### src/sv/batch_means_std_error_macros.svh
// Assertion macros shared by the batch-means standard error RTL.
`ifndef BATCH_MEANS_STD_ERROR_MACROS_SVH
`define BATCH_MEANS_STD_ERROR_MACROS_SVH

// Condition must hold in the same cycle as the trigger.
`define BMSE_ASSERT_HOLDS(label, ante, cons) \
   label: assert property (@(posedge clock) disable iff (reset) (ante) |-> (cons)) \
      else $error("bmse: property violated");

// Condition must hold in the cycle after the trigger.
`define BMSE_ASSERT_NEXT(label, ante, cons) \
   label: assert property (@(posedge clock) disable iff (reset) (ante) |=> (cons)) \
      else $error("bmse: property violated");

`endif

### src/sv/bmse_pkg.sv
// Types and constants shared by the batch-means standard error modules.
`default_nettype none

package bmse_pkg;

   localparam int SAMPLE_W   = 32;
   localparam int CFG_W      = 17;
   localparam int SE_W       = 31;
   localparam int DATA_W     = 32;
   localparam int PADDR_W    = 3;
   localparam int ROOT_STEPS = 32;

   localparam logic [SE_W-1:0]  SE_MAX    = 31'h7FFF_FFFF;
   localparam logic [CFG_W-1:0] CFG_RESET = 17'h1_0000;

   // Register index decoded from paddr[2].
   localparam logic REG_SAMPLE_COUNT = 1'b0;

   typedef enum logic [1:0] {
      OP_MUL  = 2'd0,
      OP_DIV  = 2'd1,
      OP_SQRT = 2'd2
   } unit_op_type;

   typedef struct packed {
      logic        start;
      unit_op_type op;
   } unit_cmd_type;

endpackage

`default_nettype wire

### src/sv/bmse_unit.sv
// Shared bit-serial unit: shift-add multiply, restoring divide, digit square root.
`default_nettype none

module bmse_unit #(
   parameter int WIDE_W = 94
) (
   input  wire logic                         clock,
   input  wire logic                         reset,
   input  wire bmse_pkg::unit_cmd_type       cmd,
   input  wire logic [$clog2(WIDE_W+1)-1:0]  steps,
   input  wire logic [WIDE_W-1:0]            opa,
   input  wire logic [WIDE_W-1:0]            opb,
   output logic                              busy,
   output logic      [WIDE_W-1:0]            result
);

   localparam int STEP_W = $clog2(WIDE_W+1);

   logic [WIDE_W-1:0]      p_ff, p_in;
   logic [WIDE_W-1:0]      m_ff, m_in;
   logic [WIDE_W-1:0]      d_ff, d_in;
   logic [WIDE_W-1:0]      rem_ff, rem_in;
   logic [STEP_W-1:0]      cnt_ff, cnt_in;
   logic                   busy_ff, busy_in;
   bmse_pkg::unit_op_type  op_ff, op_in;

   logic [WIDE_W:0] r2;
   logic [WIDE_W:0] diff;
   logic [WIDE_W:0] root_try;

   always_comb begin
      r2       = {rem_ff, p_ff[WIDE_W-1]};
      diff     = r2 - {1'b0, d_ff};
      root_try = {1'b0, m_ff} + {1'b0, d_ff};

      p_in    = p_ff;
      m_in    = m_ff;
      d_in    = d_ff;
      rem_in  = rem_ff;
      cnt_in  = cnt_ff;
      busy_in = busy_ff;
      op_in   = op_ff;

      if (cmd.start) begin
         op_in   = cmd.op;
         cnt_in  = steps;
         busy_in = 1'b1;
         rem_in  = '0;
         unique case (cmd.op)
            bmse_pkg::OP_MUL: begin
               p_in = '0;
               m_in = opa;
               d_in = opb;
            end
            bmse_pkg::OP_DIV: begin
               p_in = opa;
               d_in = opb;
            end
            bmse_pkg::OP_SQRT: begin
               p_in = opa;
               m_in = '0;
               d_in = WIDE_W'(1) << (2*bmse_pkg::ROOT_STEPS - 2);
            end
            default: begin
               busy_in = 1'b0;
            end
         endcase
      end else if (busy_ff) begin
         unique case (op_ff)
            bmse_pkg::OP_MUL: begin
               if (d_ff[0]) begin
                  p_in = p_ff + m_ff;
               end
               m_in = m_ff << 1;
               d_in = d_ff >> 1;
            end
            bmse_pkg::OP_DIV: begin
               if (r2 >= {1'b0, d_ff}) begin
                  rem_in = diff[WIDE_W-1:0];
                  p_in   = {p_ff[WIDE_W-2:0], 1'b1};
               end else begin
                  rem_in = r2[WIDE_W-1:0];
                  p_in   = {p_ff[WIDE_W-2:0], 1'b0};
               end
            end
            bmse_pkg::OP_SQRT: begin
               if ({1'b0, p_ff} >= root_try) begin
                  p_in = p_ff - root_try[WIDE_W-1:0];
                  m_in = (m_ff >> 1) + d_ff;
               end else begin
                  m_in = m_ff >> 1;
               end
               d_in = d_ff >> 2;
            end
            default: begin
               p_in = p_ff;
            end
         endcase
         cnt_in = cnt_ff - STEP_W'(1);
         if (cnt_ff == STEP_W'(1)) begin
            busy_in = 1'b0;
         end
      end
   end

   always_ff @(posedge clock) begin
      if (reset) begin
         busy_ff <= 1'b0;
         cnt_ff  <= '0;
         op_ff   <= bmse_pkg::OP_MUL;
      end else begin
         busy_ff <= busy_in;
         cnt_ff  <= cnt_in;
         op_ff   <= op_in;
      end
      p_ff   <= p_in;
      m_ff   <= m_in;
      d_ff   <= d_in;
      rem_ff <= rem_in;
   end

   assign busy   = busy_ff;
   assign result = (op_ff == bmse_pkg::OP_SQRT) ? m_ff : p_ff;

endmodule

`default_nettype wire
### config.mk
export PLATFORM = sky130hd
export DESIGN_NAME = bmse_unit
export DESIGN_NICKNAME = d
export VERILOG_FILES = /design/src/sv/batch_means_std_error_macros.svh /design/src/sv/bmse_pkg.sv /design/src/sv/bmse_unit.sv
export SDC_FILE = /design/constraint.sdc
export NUM_CORES = 2
export LEC_CHECK = 0
export CAP_MARGIN = 5
export CORE_MARGIN = 8
export CORE_UTILIZATION = 55
export DETAILED_ROUTE_END_ITERATION = 10
export DONT_BUFFER_PORTS = 1
export GPL_TIMING_DRIVEN = 0
export MAX_ROUTING_LAYER = met4
export PLACE_DENSITY_LB_ADDON = 0.3
export REMOVE_ABC_BUFFERS = 1
export SYNTH_ARGS = -nofsm -noshare
export SYNTH_HDL_FRONTEND = slang
export SYNTH_SLANG_ARGS = --single-unit
### constraint.sdc
create_clock -name clock -period 13.8 [get_ports clock]
set_input_delay 1.38 -clock clock [delete_from_list [all_inputs] [get_ports clock]]
set_output_delay 1.38 -clock clock [all_outputs]
set_load 0.1 [all_outputs]
# After elaboration in Yosys (flattened, before gate mapping)

Index checks and enable logic that the tools add are counted.

Add/subtract/negate cells: 6
Multipliers: 0
Div/mod/pow operators: 0
Order comparisons: 2
Eq/ne operators: 10
Shifts and indexed selects: 0
Muxes and demuxes: 24
Bitwise operators: 0
Reduce and logical (&&, ||, !) cells: 12

Operators by type and width:

| cell                                                                     | count |
|---|---|
| 94-bit two-way mux                                                       | 11 |
| 94-bit case mux with 2 select lines                                      | 5 |
| 94-bit case mux with 3 select lines                                      | 1 |
| 94-bit subtractor                                                        | 2 |
| 94-bit by 94-bit adder with 95-bit output                                | 1 |
| 94-bit by 95-bit >= comparator with 1-bit output                         | 1 |
| 95-bit by 94-bit >= comparator with 1-bit output                         | 1 |
| 93-bit by 94-bit adder with 94-bit output                                | 1 |
| 94-bit adder                                                             | 1 |
| 7-bit two-way mux                                                        | 2 |
| 7-bit by 1-bit == test with 1-bit output (second input constant)         | 1 |
| 7-bit by 1-bit subtractor with 7-bit output (second input constant)      | 1 |
| 3-bit by 2-bit inequality test with 1-bit output (second input constant) | 2 |
| 3-bit inequality test (second input constant)                            | 2 |
| 3-bit AND reduction                                                      | 2 |
| 1-bit two-way mux                                                        | 5 |
| 5-bit AND reduction                                                      | 1 |
| 2-bit by 1-bit == test with 1-bit output (second input constant)         | 2 |
| 2-bit == test (second input constant)                                    | 2 |
| 2-bit logical NOT                                                        | 2 |
| 4-bit nonzero test                                                       | 1 |
| 2-bit OR reduction                                                       | 2 |
| 3-bit by 1-bit inequality test with 1-bit output (second input constant) | 1 |
| 3-bit nonzero test                                                       | 1 |
| 3 further kinds                                                          | 3 |

Bits in registers: 386
Bits in latches: 0
Memory bits (writable): 0
Bits in read-only memories: 0
Input port bits: 200
Logic and storage cells: 61
Memories kept: 0

# Depth between registers and ports, before layout

Depth in word-level cells: 6
Mapped depth: 30

# Worst setup path after synthesis

No wires, ideal clock.

Kind: register to register
Start point: register m_ff[13]
End point: register p_ff[0] (enable)
Arrival time: 9.939 ns
Required time: 13.222 ns
Setup slack: 3.283 ns
Stages on the path, launching flop included: 27
Path buffers: 2
Cell sequence: edfxtp_1 ha_1 and3_1 and3_1 a221oi_1 a31oi_2 a31oi_2 o21ai_0 a31oi_1 nor2_1 nor2_1 o21bai_1 xnor2_1 ha_1 and4_1 nand3_1 or3b_2 or3_1 o31ai_1 a21o_1 a21oi_1 nand3_1 and3_1 buf_4 nor2_2 buf_2 a21oi_1

Longest elaborated chain between the ends: 4

RTL lines:

| what                                             | RTL line         | text |
|---|---|---|
| from (decl)                                      | bmse_unit.sv:20  | `logic [WIDE_W-1:0] m_ff, m_in;` |
| from (signal assigned)                           | bmse_unit.sv:117 | `m_ff <= m_in;` |
| 94-bit by 94-bit adder with 95-bit output        | bmse_unit.sv:34  | `root_try = {1'b0, m_ff} + {1'b0, d_ff};` |
| 94-bit by 95-bit >= comparator with 1-bit output | bmse_unit.sv:87  | `if ({1'b0, p_ff} >= root_try) begin` |
| 3-bit inequality test (no source line)           | --               |  |
| 5-bit AND reduction (no source line)             | --               |  |
| to (signal assigned)                             | bmse_unit.sv:116 | `p_ff <= p_in;` |
| to (decl)                                        | bmse_unit.sv:19  | `logic [WIDE_W-1:0] p_ff, p_in;` |

No other way between the ends.
A chain may end at the register's enable or synchronous reset.

# Worst setup path after layout

Start point: register m_ff[24]
End point: register p_ff[48] (enable)

Same word-level chain as after synthesis.

==> out/qor.yml <==
outcome: "finished, final reports clean"
drtIter0Drc: 6205
finalCritPeriodShare_pct: 83.8
cp_data_required_time_ps: 14140
synth_cells: 6271
p_comb_share_pct: 56.4
vias_per_cell: 6.83
setup_viol: 0
chipWidth_um: 312
grt-ovfl-total: 0
synth-warning-count: 0
insertion_delay_ps: 640
final_layout_size_suffix_gt1_share_pct: 5.12
numCtsBuffers: 49
drt_pre_antenna_iters: 8
tritoncts: "done"
synthTopCellsByCount: "nand2_1 (763), o21ai_0 (610), a21oi_1 (594)"
power_leakage_nw: 20.1
grt_max_degree: 236
seqPwrFrac_pct: 23.7
p_switching_mw: 3.56
clockBufferDepth: 3
synth_area_leaders: "edfxtp_1 (18%), ha_1 (12%), o21ai_0 (6.3%)"
start_kind: "register"
numPortBuffers: 0
ir_worst_vdd_mv: 0.114
post-place-ws_ps: 2650
max_slew_margin_pct: 3.17
dp_hpwl_mm: 146
swShare_pct: 49.5
grtUsageTotal_pct: 36.5
core_region_area_um2: 86800
synth_ff_type: "edfxtp_1"
synth_most_common_cell: "nand2_1"
p_int_mw: 3.63
synth_area_um2: 48200
worst_pin_slew_ps: 1440
max-cap-violations: 0
hold_viol_final: 0
dieHeight_um: 312
cp-end-kind: "register"
boundaryPins: 295
cts_root_buf: "clkbuf_16"
drv_slew: 0
worst-path-max-fanout: 58
whs_ps: 480
finClkSkew_ps: 17.9
synth.yosys.seq_area_share_pct: 21.9
antenna_found_initial: 5
worst_slack_ps: 2240
synth_top_cell_area_share_pct: 17.6
routed_wl_mm: 185
final_core_util_pct: 58.4
fp-row-count: 108
wl_per_cell_um: 25.8
postSynthAreaPerCell_um2: 7.68
start_util_pct: 55.5
grt_pass1_vias: 44300
fp.dieArea_um2: 97300
grt_first_pass_wirelength_mm: 275
drc: 0
cts-htree-levels: 2
grt_setup_unrepaired: "no"
arrival_ps: 11900
postCtsSetupBuffers: 0
ant_nets: 0
hold_path_class: "register to register"
yosysTopAreaCell: "edfxtp_1"
min_period_ps: 11560
synthArstFlopShare_pct: 0
clock-sinks: 386
clkTransAtPathRegs_ps: 70
area_growth_pct: 5.17
place.gp.congestion: 1.05
powerDensity_nw_per_um2: 142
timing.fmax_mhz: 86.5
worstSetupPathType: "register to register"
ctsResizeCount: 0
final_nets: 6641
synth_edf_count: 282
ys_seq_elements: 386
clock_power_share_pct: 19.9
synth.distinct_cells: 107
dr_total_vias: 48900
ctsHoldBuffers: 0
[layout make-up]
| class | instances | area (um2) |
|---|---|---|
| well taps | 1155 | 1450 |
| clock inverters | 33 | 425 |
| fillers | 8191 | 36100 |
| diodes | 10 | 25.0 |
| inverters | 252 | 948 |
| repair buffers | 29 | 671 |
| multi-input cells | 5241 | 35300 |
| flip-flops and latches | 386 | 10600 |
| clock buffers | 58 | 1320 |
[path summary, 6_finish.rpt]
kind / start / endpoint / slack, ps / cells past startpoint
max: m_ff[24] / p_ff[48] / 2240 / 25
min reg2reg: rem_ff[24] / rem_ff[24] / 480 / 2
max reg2reg: m_ff[24] / p_ff[48] / 2240 / 25
min: rem_ff[24] / rem_ff[24] / 480 / 2
[critical path, stage by stage (launching register included)]
cell	delay, ps
edfxtp_1	570
ha_1	480
a21o_1	210
a211oi_1	840
o2111ai_1	470
o21ai_0	820
a211oi_1	320
o21ai_1	390
and3b_1	290
nor2_1	110
xnor2_1	390
ha_1	200
nand4_1	280
nor3_1	270
or3b_2	530
or3_1	540
o31ai_1	1180
a21o_1	240
a21oi_1	70
nand3_1	90
and3_4	780
buf_16	350
nor2_4	250
a21oi_4	840
buf_12	280
buf_12	230
[flip-flops by register name (all words and copies together) (netlist names)]
| signal | flops |
|---|---|
| op_ff | 2 |
| m_ff | 94 |
| d_ff | 94 |
| busy | 1 |
| cnt_ff | 7 |
| rem_ff | 94 |
| p_ff | 94 |
[layout by cell type (no fill, tap or decap), types with 18 or more instances in the layout]
| master | instances |
|---|---|
| xor2_1 | 182 |
| xnor2_1 | 264 |
| dfxtp_1 | 104 |
| o31ai_1 | 41 |
| mux2i_1 | 146 |
| a311oi_1 | 52 |
| edfxtp_1 | 282 |
| o21a_1 | 51 |
| nor3_1 | 110 |
| nor2_1 | 385 |
| nand2_1 | 761 |
| a21o_1 | 251 |
| mux2_2 | 104 |
| and3_1 | 47 |
| nor2b_1 | 43 |
| a211oi_1 | 31 |
| and2_1 | 23 |
| a221oi_1 | 18 |
| o21ai_1 | 51 |
| a21boi_0 | 20 |
| inv_1 | 249 |
| a31oi_1 | 73 |
| nor4_1 | 27 |
| nand4_1 | 157 |
| o21ai_0 | 605 |
| nand3_1 | 87 |
| o221ai_1 | 20 |
| ha_1 | 476 |
| a21oi_1 | 593 |
| nand2b_1 | 41 |
| or2_2 | 20 |
| clkbuf_16 | 51 |
| o211ai_1 | 39 |
| or3_1 | 41 |
| a22oi_1 | 95 |
| o21bai_1 | 120 |
[power groups by stage]
stage,Clock (mW),Sequential [mW],Combinational (mW)
global route,1.48,1.71,4.36
CTS,1.44,1.68,3.94
finish,1.43,1.70,4.06
floorplan,0,1.59,3.02
detailed placement,0,1.71,3.91
global placement,0,1.72,3.93
[stage by stage]
step / cells / cell area (um2) / setup TNS (ps) / power [mW]
after floorplan: 5879 / 46600 / -290150 / 4.62
after global placement: 7034 / 48100 / -3244360 / 5.65
after detailed placement: 7063 / 48900 / 0 / 5.62
after CTS: 7154 / 50600 / 0 / 7.06
after global routing: 7158 / 50600 / 0 / 7.55
final: 7164 / 50700 / 0 / 7.19
[cell families (layout without fill, tap and decap cells)]
family,after synthesis,count (layout),synth area share [%]
other,0,10,0
buffers and inverters,644,372,5.17
multiplexers,251,251,5.50
AO/OA/AOI/OAI,2232,2232,29.0
adder cells (fa/ha/maj),482,482,12.6
AND/OR/NAND/NOR,1830,1830,17.7
flip-flops,386,386,21.9
XOR/XNOR,446,446,8.11
[metal layers]
metal	GRT usage, %	vias up	share of wire [%]
met2	50.2	2655	40
met3	7.05	355	12
met4	14.1	0	4.6
met1	52.3	23300	44
met5	-	-	0
li1	-	22600	-
No activity file was read; power rests on OpenSTA's default activity.
